<file path="src/hdl/otce_pkg.sv">
// ----------------------------------------------------------------------------
// otce_pkg: shared types and constants for the OLED text cursor engine
// Result record, ALU request/response, sequencer states and the glyph
// stream decode used while a printable character is being sent.
// ----------------------------------------------------------------------------
package otce_pkg;

  // Cursor limits and steps
  localparam logic [7:0] COL_LIMIT     = 8'd120;
  localparam logic [7:0] MAX_PAGE_SM   = 8'd7;
  localparam logic [7:0] MAX_PAGE_LG   = 8'd6;
  localparam logic [7:0] TAB_SM        = 8'd24;
  localparam logic [7:0] TAB_LG        = 8'd32;
  localparam logic [7:0] ADV_SM        = 8'd6;
  localparam logic [7:0] ADV_LG        = 8'd8;

  // Character codes
  localparam logic [6:0] CH_TAB        = 7'd9;
  localparam logic [6:0] CH_LF         = 7'd10;
  localparam logic [6:0] CH_CR         = 7'd13;
  localparam logic [6:0] CH_SPACE      = 7'd32;

  // Display commands
  localparam logic [3:0] CMD_PAGE_HI   = 4'hB;
  localparam logic [3:0] CMD_COLH_HI   = 4'h1;

  // Position within the byte stream of one glyph
  localparam logic [4:0] LAST_SM       = 5'd8;
  localparam logic [4:0] LAST_LG       = 5'd21;
  localparam logic [4:0] POS_LEN       = 5'd3;
  localparam logic [4:0] POS2_START    = 5'd11;
  localparam logic [4:0] DATA2_START   = 5'd14;
  localparam logic [4:0] DATA2_OFFSET  = 5'd6;

  // Register map
  localparam int unsigned  PADDR_W       = 3;
  localparam logic [PADDR_W-1:0] REG_FONT_MODE = 3'd0;

  typedef enum logic {
    ALU_ADD,
    ALU_SUB
  } alu_op_e;

  typedef struct packed {
    alu_op_e    op;
    logic [7:0] a;
    logic [7:0] b;
  } alu_req_t;

  typedef struct packed {
    logic [7:0] sum;
    logic       carry;
  } alu_rsp_t;

  typedef enum logic [2:0] {
    ST_IDLE,
    ST_WRAP_CMP,
    ST_PAGE_ADD,
    ST_STOP_CMP,
    ST_DECODE,
    ST_EMIT,
    ST_ADVANCE
  } seq_state_e;

  typedef struct packed {
    logic       is_data;
    logic [7:0] command_byte;
    logic [6:0] glyph_index;
    logic [3:0] glyph_byte;
    logic       last;
  } result_t;

  // One entry of the glyph stream: three position commands, glyph bytes,
  // and for the large font a second position block for the lower page.
  function automatic result_t otce_result(input logic [4:0] idx,
                                          input logic       font_lg,
                                          input logic [7:0] col,
                                          input logic [3:0] page,
                                          input logic [6:0] gidx);
    result_t    r;
    logic       is_pos;
    logic [4:0] k;
    logic [3:0] p;
    logic [3:0] gb;
    r      = '0;
    is_pos = 1'b0;
    k      = idx;
    p      = page;
    gb     = 4'(idx - POS_LEN);
    if (idx < POS_LEN) begin
      is_pos = 1'b1;
    end else if (font_lg && (idx >= POS2_START) && (idx < DATA2_START)) begin
      is_pos = 1'b1;
      k      = idx - POS2_START;
      p      = 4'(page + 4'd1);
    end else if (font_lg && (idx >= DATA2_START)) begin
      gb     = 4'(idx - DATA2_OFFSET);
    end
    if (is_pos) begin
      case (k[1:0])
        2'd0:    r.command_byte = {CMD_PAGE_HI, 4'(4'd7 - p)};
        2'd1:    r.command_byte = {4'h0, col[3:0]};
        default: r.command_byte = {CMD_COLH_HI, col[7:4]};
      endcase
    end else begin
      r.is_data     = 1'b1;
      r.glyph_index = gidx;
      r.glyph_byte  = gb;
    end
    r.last = font_lg ? (idx == LAST_LG) : (idx == LAST_SM);
    return r;
  endfunction

endpackage

</file>
<file path="src/hdl/otce_alu.sv">
// ----------------------------------------------------------------------------
// otce_alu: shared 8-bit add/subtract unit
// Used by the sequencer for cursor arithmetic and limit compares.
// ----------------------------------------------------------------------------
module otce_alu import otce_pkg::*; (
  input  alu_req_t req_i,
  output alu_rsp_t rsp_o
);

  logic [7:0] b_eff;
  logic [8:0] total;

  // a + b, or a + ~b + 1; carry high on subtract means no borrow (a >= b)
  assign b_eff = (req_i.op == ALU_SUB) ? ~req_i.b : req_i.b;
  assign total = {1'b0, req_i.a} + {1'b0, b_eff} + {8'd0, (req_i.op == ALU_SUB)};

  assign rsp_o.sum   = total[7:0];
  assign rsp_o.carry = total[8];

endmodule

</file>
<file path="src/hdl/otce_apb_regs.sv">
// ----------------------------------------------------------------------------
// otce_apb_regs: APB register file
// Holds the font mode register; always ready, zero wait states.
// ----------------------------------------------------------------------------
module otce_apb_regs import otce_pkg::*; (
  input  logic               clk_i,
  input  logic               rst_ni,
  input  logic               psel,
  input  logic               penable,
  input  logic               pwrite,
  input  logic [PADDR_W-1:0] paddr,
  input  logic [31:0]        pwdata,
  output logic [31:0]        prdata,
  output logic               pready,
  output logic               font_mode_o
);

  logic font_mode_q;
  logic font_mode_d;
  logic wr_en;

  assign pready = 1'b1;
  assign wr_en  = psel && penable && pwrite && (paddr == REG_FONT_MODE);

  // Register write
  always_comb begin
    font_mode_d = font_mode_q;
    if (wr_en) begin
      font_mode_d = pwdata[0];
    end
  end

  always_ff @(posedge clk_i or negedge rst_ni) begin
    if (!rst_ni) begin
      font_mode_q <= 1'b0;
    end else begin
      font_mode_q <= font_mode_d;
    end
  end

  // Read-back
  assign prdata      = (paddr == REG_FONT_MODE) ? {31'd0, font_mode_q} : 32'd0;
  assign font_mode_o = font_mode_q;

endmodule

</file>
<file path="src/hdl/otce_seq.sv">
// ----------------------------------------------------------------------------
// otce_seq: cursor sequencer and result register
// Steps through wrap, stop and control-character handling with the shared
// ALU, then streams the glyph transactions one per cycle into a result
// register while the output does not stall.
// ----------------------------------------------------------------------------
module otce_seq import otce_pkg::*; (
  input  logic       clk_i,
  input  logic       rst_ni,
  input  logic       font_mode_i,
  input  logic       in_valid_i,
  output logic       in_stall_o,
  input  logic       action_i,
  input  logic [6:0] character_i,
  input  logic [6:0] set_column_i,
  input  logic [2:0] set_page_i,
  output alu_req_t   alu_req_o,
  input  alu_rsp_t   alu_rsp_i,
  output logic       out_valid_o,
  input  logic       out_stall_i,
  output result_t    out_res_o
);

  seq_state_e state_q, state_d;
  logic [7:0] col_q, col_d;
  logic [3:0] page_q, page_d;
  logic       stopped_q, stopped_d;
  logic [6:0] ch_q, ch_d;
  logic [4:0] idx_q, idx_d;
  logic       out_valid_q, out_valid_d;
  result_t    out_res_q, out_res_d;

  logic       in_fire;
  logic       slot_free;
  logic       emit_fire;
  logic       font_lg;
  logic [6:0] gidx;
  result_t    cur_res;

  assign font_lg   = font_mode_i;
  assign in_stall_o = (state_q != ST_IDLE);
  assign in_fire   = in_valid_i && !in_stall_o;
  assign slot_free = !out_valid_q || !out_stall_i;
  assign emit_fire = (state_q == ST_EMIT) && slot_free;
  assign gidx      = 7'(ch_q - CH_SPACE);
  assign cur_res   = otce_result(idx_q, font_lg, col_q, page_q, gidx);

  // Next state, cursor updates and ALU operand selection
  always_comb begin
    state_d   = state_q;
    col_d     = col_q;
    page_d    = page_q;
    stopped_d = stopped_q;
    ch_d      = ch_q;
    idx_d     = idx_q;
    alu_req_o = '{op: ALU_ADD, a: col_q, b: 8'd0};
    case (state_q)
      ST_IDLE: begin
        if (in_fire) begin
          if (action_i) begin
            col_d     = {1'b0, set_column_i};
            page_d    = {1'b0, set_page_i};
            stopped_d = 1'b0;
          end else begin
            ch_d    = character_i;
            state_d = ST_WRAP_CMP;
          end
        end
      end
      ST_WRAP_CMP: begin
        // column > 120 when 120 - column borrows
        alu_req_o = '{op: ALU_SUB, a: COL_LIMIT, b: col_q};
        if (!alu_rsp_i.carry) begin
          col_d   = 8'd0;
          state_d = ST_PAGE_ADD;
        end else begin
          state_d = ST_STOP_CMP;
        end
      end
      ST_PAGE_ADD: begin
        alu_req_o = '{op: ALU_ADD, a: {4'd0, page_q}, b: font_lg ? 8'd2 : 8'd1};
        page_d    = alu_rsp_i.sum[3:0];
        state_d   = ST_STOP_CMP;
      end
      ST_STOP_CMP: begin
        alu_req_o = '{op: ALU_SUB, a: font_lg ? MAX_PAGE_LG : MAX_PAGE_SM,
                      b: {4'd0, page_q}};
        if (!alu_rsp_i.carry) begin
          page_d    = 4'd0;
          stopped_d = 1'b1;
          state_d   = ST_IDLE;
        end else if (stopped_q) begin
          state_d = ST_IDLE;
        end else begin
          state_d = ST_DECODE;
        end
      end
      ST_DECODE: begin
        state_d = ST_IDLE;
        idx_d   = 5'd0;
        if (ch_q == CH_CR) begin
          col_d = 8'd0;
        end else if (ch_q == CH_LF) begin
          alu_req_o = '{op: ALU_ADD, a: {4'd0, page_q}, b: font_lg ? 8'd2 : 8'd1};
          page_d    = alu_rsp_i.sum[3:0];
        end else if (ch_q == CH_TAB) begin
          alu_req_o = '{op: ALU_ADD, a: col_q, b: font_lg ? TAB_LG : TAB_SM};
          col_d     = alu_rsp_i.sum;
        end else if (ch_q >= CH_SPACE) begin
          state_d = ST_EMIT;
        end
      end
      ST_EMIT: begin
        if (emit_fire) begin
          if (cur_res.last) begin
            state_d = ST_ADVANCE;
          end else begin
            idx_d = idx_q + 5'd1;
          end
        end
      end
      ST_ADVANCE: begin
        alu_req_o = '{op: ALU_ADD, a: col_q, b: font_lg ? ADV_LG : ADV_SM};
        col_d     = alu_rsp_i.sum;
        state_d   = ST_IDLE;
      end
      default: begin
        state_d = ST_IDLE;
      end
    endcase
  end

  always_ff @(posedge clk_i or negedge rst_ni) begin
    if (!rst_ni) begin
      state_q   <= ST_IDLE;
      col_q     <= 8'd0;
      page_q    <= 4'd0;
      stopped_q <= 1'b0;
      idx_q     <= 5'd0;
    end else begin
      state_q   <= state_d;
      col_q     <= col_d;
      page_q    <= page_d;
      stopped_q <= stopped_d;
      idx_q     <= idx_d;
    end
  end

  always_ff @(posedge clk_i) begin
    ch_q <= ch_d;
  end

  // Result register: loads whenever it is empty or being taken
  always_comb begin
    out_valid_d = out_valid_q;
    out_res_d   = out_res_q;
    if (emit_fire) begin
      out_valid_d = 1'b1;
      out_res_d   = cur_res;
    end else if (!out_stall_i) begin
      out_valid_d = 1'b0;
    end
  end

  always_ff @(posedge clk_i or negedge rst_ni) begin
    if (!rst_ni) begin
      out_valid_q <= 1'b0;
    end else begin
      out_valid_q <= out_valid_d;
    end
  end

  always_ff @(posedge clk_i) begin
    out_res_q <= out_res_d;
  end

  assign out_valid_o = out_valid_q;
  assign out_res_o   = out_res_q;

`ifndef ASSERT_OFF
  // Glyph streaming never runs while output is suppressed
  a_emit_not_stopped: assert property (@(posedge clk_i) disable iff (!rst_ni)
    (state_q == ST_EMIT) |-> !stopped_q)
    else $error("glyph stream while stopped");

  // Position commands are only built for a page on screen
  a_page_on_screen: assert property (@(posedge clk_i) disable iff (!rst_ni)
    (state_q == ST_EMIT) |-> (font_lg ? (page_q <= 4'd6) : (page_q <= 4'd7)))
    else $error("emitting on an off-screen page");

  // Stream index stays inside the glyph
  a_idx_range: assert property (@(posedge clk_i) disable iff (!rst_ni)
    (state_q == ST_EMIT) |-> (font_lg ? (idx_q <= LAST_LG) : (idx_q <= LAST_SM)))
    else $error("glyph index counter overran");

  // The final transaction of a glyph is followed by the column advance
  a_last_then_adv: assert property (@(posedge clk_i) disable iff (!rst_ni)
    (emit_fire && cur_res.last) |=> (state_q == ST_ADVANCE) && out_valid_q && out_res_q.last)
    else $error("last transaction not followed by cursor advance");
`endif

endmodule

</file>
<file path="src/hdl/oled_text_cursor_engine.sv">
// ----------------------------------------------------------------------------
// oled_text_cursor_engine: page-mode OLED text console
// Keeps a text cursor and turns characters into display commands and font
// ROM byte references.
// ----------------------------------------------------------------------------
// Usage:
//   Input channel (in_valid_i / in_stall_o) carries one action per
//   transaction: put a character, or set the cursor and clear the stop flag.
//   Output channel (out_valid_o / out_stall_i) carries one display byte per
//   transaction: a command byte or a glyph byte reference; last_o marks the
//   final one caused by a character.
//   A set-cursor transaction is applied when accepted. A character first
//   passes cursor handling in the shared add/subtract unit (wrap test,
//   page advance on a wrap, stop test, decode); a printable one then streams
//   9 (6x8 font) or 22 (8x16 font) transactions at one per cycle while the
//   output does not stall, and then the column advance follows.
//   in_stall_o stays high until the sequencer returns to idle. A stall on the
//   output holds the result register and pauses the stream; the last result
//   may wait there while the next input is accepted. Reset clears the cursor,
//   the stop flag and the font mode (6x8). The user writes font_mode over
//   the APB port only while the block is idle; the block does not enforce it.
// ----------------------------------------------------------------------------
module oled_text_cursor_engine import otce_pkg::*; (
  input  logic               clk_i,
  input  logic               rst_ni,
  // APB configuration port
  input  logic               psel,
  input  logic               penable,
  input  logic               pwrite,
  input  logic [PADDR_W-1:0] paddr,
  input  logic [31:0]        pwdata,
  output logic [31:0]        prdata,
  output logic               pready,
  // Input channel
  input  logic               in_valid_i,
  output logic               in_stall_o,
  input  logic               action_i,
  input  logic [6:0]         character_i,
  input  logic [6:0]         set_column_i,
  input  logic [2:0]         set_page_i,
  // Output channel
  output logic               out_valid_o,
  input  logic               out_stall_i,
  output logic               is_data_o,
  output logic [7:0]         command_byte_o,
  output logic [6:0]         glyph_index_o,
  output logic [3:0]         glyph_byte_o,
  output logic               last_o
);

  logic     font_mode;
  alu_req_t alu_req;
  alu_rsp_t alu_rsp;
  result_t  out_res;

  otce_apb_regs u_regs (
    .clk_i       (clk_i),
    .rst_ni      (rst_ni),
    .psel        (psel),
    .penable     (penable),
    .pwrite      (pwrite),
    .paddr       (paddr),
    .pwdata      (pwdata),
    .prdata      (prdata),
    .pready      (pready),
    .font_mode_o (font_mode)
  );

  otce_alu u_alu (
    .req_i (alu_req),
    .rsp_o (alu_rsp)
  );

  otce_seq u_seq (
    .clk_i        (clk_i),
    .rst_ni       (rst_ni),
    .font_mode_i  (font_mode),
    .in_valid_i   (in_valid_i),
    .in_stall_o   (in_stall_o),
    .action_i     (action_i),
    .character_i  (character_i),
    .set_column_i (set_column_i),
    .set_page_i   (set_page_i),
    .alu_req_o    (alu_req),
    .alu_rsp_i    (alu_rsp),
    .out_valid_o  (out_valid_o),
    .out_stall_i  (out_stall_i),
    .out_res_o    (out_res)
  );

  // Result fields
  assign is_data_o      = out_res.is_data;
  assign command_byte_o = out_res.command_byte;
  assign glyph_index_o  = out_res.glyph_index;
  assign glyph_byte_o   = out_res.glyph_byte;
  assign last_o         = out_res.last;

endmodule

</file>
<file path="config.mk">
export PLATFORM = sky130hd
export DESIGN_NAME = oled_text_cursor_engine
export DESIGN_NICKNAME = d
export VERILOG_FILES = /design/src/hdl/otce_pkg.sv /design/src/hdl/otce_alu.sv /design/src/hdl/otce_apb_regs.sv /design/src/hdl/otce_seq.sv /design/src/hdl/oled_text_cursor_engine.sv
export SDC_FILE = /design/constraint.sdc
export NUM_CORES = 1
export LEC_CHECK = 0
export BUFFER_PORTS_ARGS = -buffer_cell sky130_fd_sc_hd__buf_2
export CORE_ASPECT_RATIO = 0.5
export CORE_UTILIZATION = 35
export DETAILED_ROUTE_END_ITERATION = 6
export PLACE_DENSITY = 0.63
export SYNTH_ARGS = -nofsm -noshare
export SYNTH_HDL_FRONTEND = slang
export SYNTH_HIERARCHICAL = 1
export SYNTH_SLANG_ARGS = --single-unit
</file>
<file path="constraint.sdc">
create_clock -name clk_i -period 3.6 [get_ports clk_i]
set_input_delay 0.18 -clock clk_i [delete_from_list [all_inputs] [get_ports clk_i]]
set_output_delay 0.18 -clock clk_i [all_outputs]
set_load 0.005 [all_outputs]
</file>
==> flow_results.xml <==
<?xml version="1.0" encoding="UTF-8"?>
<metrics>
  <group name="global_routing">
    <metric name="wire_length_of_the_first_global_routing_pass" unit="mm">15.6</metric>
    <metric name="grt_use_total" unit="%">18.1</metric>
    <metric name="grt_antenna_before_repair" unit="">0</metric>
    <metric name="vias_in_the_first_global_route" unit="">3033</metric>
    <metric name="grt_max_degree" unit="">24</metric>
    <metric name="grt-ovfl-total" unit="">0</metric>
  </group>
  <group name="floorplanning">
    <metric name="num_io_pins" unit="">116</metric>
    <metric name="fp-row-count" unit="">26</metric>
    <metric name="floorplan.die.height" unit="um">74.9</metric>
    <metric name="die_w" unit="um">148</metric>
    <metric name="initial_utilization" unit="%">36.3</metric>
    <metric name="design.core.area" unit="mm^2">0.0102</metric>
    <metric name="die_area" unit="mm^2">0.0111</metric>
  </group>
  <group name="clock_tree">
    <metric name="clock_path_buffers" unit="">2</metric>
    <metric name="tritoncts" unit="">built</metric>
    <metric name="clk_pin_slew_worst_paths" unit="ns">0.07</metric>
    <metric name="clockRootBuffer" unit="">sky130_fd_sc_hd__clkbuf_16</metric>
    <metric name="clk-insertion-delay-late" unit="ns">0.29</metric>
    <metric name="clkSinkCount" unit="">49</metric>
    <metric name="htree_num_levels" unit="">2</metric>
    <metric name="tritoncts.num_buffers" unit="">5</metric>
  </group>
  <group name="setup_path">
    <metric name="crit_required" unit="ns">3.78</metric>
    <metric name="worst-path-max-fanout" unit="">5</metric>
    <metric name="worstSetupStartpointType" unit="">register</metric>
    <metric name="setup.worst_path.end_class" unit="">register</metric>
    <metric name="worstSetupPathType" unit="">register to register</metric>
    <metric name="cp_data_arrival_time" unit="ns">3.97</metric>
  </group>
  <group name="synth">
    <metric name="synth_compound_gate_area_share" unit="%">18.6</metric>
    <metric name="yosys-top-cells-count" unit="">sky130_fd_sc_hd__buf_4, sky130_fd_sc_hd__nand2_1, sky130_fd_sc_hd__edfxtp_1</metric>
    <metric name="dominant_combinational_cell_family_by_area_after_synthesis" unit="">compound AO/OA/AOI/OAI gates</metric>
    <metric name="synth_enable_flop_cells" unit="">26</metric>
    <metric name="synth_seq_cells" unit="">49</metric>
    <metric name="seq_area_frac_synth" unit="%">36.5</metric>
    <metric name="yosysWarnings" unit="">6</metric>
    <metric name="synth_cells" unit="">384</metric>
    <metric name="yosysUniqueCellTypes" unit="">78</metric>
    <metric name="yosysTopAreaCellShare" unit="%">21.0</metric>
    <metric name="syn_area_per_cell" unit="um^2">9.67</metric>
    <metric name="synthAdderAreaFrac" unit="%">4.92</metric>
    <metric name="yosys.area_share.simple" unit="%">16.8</metric>
    <metric name="mappedNetlistArea" unit="mm^2">0.00371</metric>
    <metric name="synth_async_sr_flop_share" unit="%">46.9</metric>
    <metric name="synthMuxAreaShare" unit="%">7.24</metric>
    <metric name="synthFlopType" unit="">sky130_fd_sc_hd__edfxtp_1</metric>
    <metric name="synth_xor_xnor_area_share" unit="%">4.24</metric>
    <metric name="yosys.cell_count.top_type" unit="">sky130_fd_sc_hd__buf_4</metric>
    <metric name="cell_types_with_the_largest_area_share_after_synthesis" unit="">sky130_fd_sc_hd__edfxtp_1, sky130_fd_sc_hd__dfrtp_1, sky130_fd_sc_hd__buf_4</metric>
    <metric name="synth_largest_area_cell" unit="">sky130_fd_sc_hd__edfxtp_1</metric>
  </group>
  <group name="power_and_ir_drop">
    <metric name="cellPowerDensity" unit="mW/mm^2">1030</metric>
    <metric name="total_switching_power" unit="mW">2.06</metric>
    <metric name="cellInternalPower" unit="mW">2.78</metric>
    <metric name="netSwitchingFraction" unit="%">42.5</metric>
    <metric name="seqPwrFrac" unit="%">19.9</metric>
    <metric name="combinational_cell_fraction_of_total_power" unit="%">68.8</metric>
    <metric name="peakVddDrop" unit="mV">0.370</metric>
    <metric name="leakage" unit="nW">2.16</metric>
    <metric name="clock_power_share" unit="%">11.3</metric>
  </group>
  <group name="cells_and_area">
    <metric name="multiInputGateArea" unit="mm^2">0.00216</metric>
    <metric name="flow.area_growth_from_synthesis" unit="%">26.7</metric>
    <metric name="finish.net_count" unit="">561</metric>
    <metric name="share_of_the_core_filled_with_cells" unit="%">45.9</metric>
    <metric name="seq_area" unit="mm^2">0.00136</metric>
    <metric name="share_of_final_layout_standard_cells_stronger_than_drive_strength_1" unit="%">33.4</metric>
    <metric name="final-instance-count-excl-fill" unit="">628</metric>
    <metric name="final.fill_count" unit="">980</metric>
    <metric name="antennaDiodeCount" unit="">0</metric>
  </group>
  <group name="route">
    <metric name="detailedRoute.firstPassIterationCount" unit="">7</metric>
    <metric name="drt-wirelength-per-cell" unit="um">15.5</metric>
    <metric name="post_drt_via_cell_ratio" unit="">5.18</metric>
    <metric name="detail_route.drc_violations" unit="">1</metric>
    <metric name="antenna_violating_nets_post_route" unit="">0</metric>
    <metric name="wirelength" unit="mm">9.76</metric>
    <metric name="violation_count_after_the_first_detailed_route_iteration" unit="">230</metric>
    <metric name="via_count" unit="">3254</metric>
  </group>
  <group name="sta">
    <metric name="timing_max_transition_violations_final" unit="">0</metric>
    <metric name="timing.final.hold_violations" unit="">0</metric>
    <metric name="post-route-min-period" unit="ns">3.79</metric>
    <metric name="clock_skew" unit="ns">0.00270</metric>
    <metric name="hold_slack" unit="ns">0.0633</metric>
    <metric name="finalCritPeriodShare" unit="%">105</metric>
    <metric name="achievable-frequency" unit="MHz">264</metric>
    <metric name="timing_worst_slew_pin_value" unit="ns">0.773</metric>
    <metric name="tns" unit="ns">-1.90</metric>
    <metric name="setup_viol" unit="">14</metric>
    <metric name="relSlewSlack" unit="%">48.4</metric>
    <metric name="final.setup.worst_slack" unit="ns">-0.187</metric>
    <metric name="grt_setup_unrepaired" unit="">true</metric>
  </group>
  <group name="place">
    <metric name="pre_cts_ws" unit="ns">-0.205</metric>
    <metric name="finalWeightedCongestion" unit="">0.872</metric>
    <metric name="post-place-cells" unit="">609</metric>
    <metric name="port_buffers" unit="">51</metric>
    <metric name="post-dp-hpwl" unit="mm">7.18</metric>
  </group>
  <group name="flow_run">
    <metric name="drv.max_cap_violation_count" unit="">0</metric>
  </group>
  <group name="outcome">
    <metric name="run_status" unit="">finished, violations left</metric>
    <metric name="violated_checks" unit="">DRC, setup timing</metric>
  </group>
  <group name="min_path">
    <metric name="worst_hold_path_type" unit="">primary input to register</metric>
  </group>
</metrics>
==> worst paths after layout <==
path                                 start               end  slack (ns)  cells after the start
min                         character_i[5]     u_seq/ch_q[5]        0.06                      1
min in group asynchronous           rst_ni   u_seq/page_q[2]        0.41                      2
max in group asynchronous           rst_ni  u_seq/state_q[2]        2.82                      2
min reg2reg                u_seq/stopped_q  u_seq/state_q[2]        0.58                      1
max                          u_seq/ch_q[4]   u_seq/page_q[0]       -0.19                     13
max reg2reg                  u_seq/ch_q[4]   u_seq/page_q[0]       -0.19                     13
==> logic make-up (layout without fill, tap and decap cells) <==
group	count (synthesis)	after routing
simple gates	116	116
flops	49	49
xor+xnor	18	18
buf+inv	71	145
other cells	3	33
mux	25	25
compound gates	88	88
fa+ha+maj	14	14
==> power by group through the flow <==
stage,clock [mW],combinational (mW),sequential [mW]
6_report,0.545,3.33,0.964
5_1_grt,0.580,3.63,0.976
4_1_cts,0.554,3.18,0.945
3_5_place_dp,0,2.94,0.955
3_3_place_gp,0,2.91,0.951
2_1_floorplan,0,2.01,0.856
==> repair_timing <==
action / CTS / global route
hold buffers: 1 / 0
pin swaps: 8 / 8
setup endpoints to repair: 12 / 15
endpoints found under the hold margin: 23 / 0
resized for setup: 13 / 9
gates cloned: 0 / 0
buffers inserted: 5 / 8
==> layout by cell type, fill, tap and decap left out, types with 12 or more instances in the layout <==
cell | synthesis | layout
sky130_fd_sc_hd__a21oi_1 | 14 | 13
sky130_fd_sc_hd__buf_2 | 5 | 51
sky130_fd_sc_hd__buf_4 | 34 | 58
sky130_fd_sc_hd__conb_1 | 3 | 33
sky130_fd_sc_hd__dfrtp_1 | 23 | 23
sky130_fd_sc_hd__edfxtp_1 | 26 | 26
sky130_fd_sc_hd__ha_1 | 13 | 13
sky130_fd_sc_hd__inv_1 | 21 | 20
sky130_fd_sc_hd__nand2_1 | 28 | 28
sky130_fd_sc_hd__nor2_1 | 25 | 24
sky130_fd_sc_hd__o21ai_0 | 13 | 12
==> cell type report <==
cell class / count / area share, %
inverters: 23 / 1.89
well taps: 140 / 3.72
multi-input cells: 294 / 45.9
flip-flops and latches: 49 / 28.8
clock inverters: 3 / 0.931
clock buffers: 5 / 2.66
repair buffers: 114 / 16.0
==> sequential cells by signal, summed over array words and instances (netlist names) <==
| register | count |
|---|---|
| u_seq/ch_q | 7 |
| u_seq/state_q | 3 |
| u_seq/col_q | 8 |
| u_seq/stopped_q | 1 |
| u_seq/out_res_o | 19 |
| u_regs/font_mode_o | 1 |
| u_seq/page_q | 4 |
| u_seq/idx_q | 5 |
| u_seq/out_valid_o | 1 |
==> critical path, stage by stage, from the launching register on <==
cell and delay [ns]:
sky130_fd_sc_hd__edfxtp_1 0.43, sky130_fd_sc_hd__nor4b_4 0.44, sky130_fd_sc_hd__a41oi_2 0.21, sky130_fd_sc_hd__buf_4 0.19
sky130_fd_sc_hd__o32ai_4 0.28, sky130_fd_sc_hd__mux2i_4 0.33, sky130_fd_sc_hd__fa_2 0.25, sky130_fd_sc_hd__nor2b_2 0.05
sky130_fd_sc_hd__o31a_1 0.31, sky130_fd_sc_hd__o31a_1 0.26, sky130_fd_sc_hd__o22a_2 0.24, sky130_fd_sc_hd__o21ai_2 0.16
sky130_fd_sc_hd__o2111ai_4 0.19, sky130_fd_sc_hd__mux2_4 0.33
==> stage by stage <==
step / power (mW) / area [um^2]
after floorplan: 2.87 / 3860
after global placement: 3.86 / 4340
after detailed placement: 3.89 / 4340
after CTS: 4.67 / 4620
after global routing: 5.18 / 4710
final: 4.84 / 4710
==> per-layer routing <==
layer / up-vias / track usage, % / wire length [um]
met1: 1554 / 24.5 / 4660
li1: 1558 / - / -
met5: - / 0 / 0
met4: 0 / 4.12 / 85
met3: 9 / 3.58 / 597
met2: 133 / 30.2 / 4410
(Power assumes the default switching activity.)
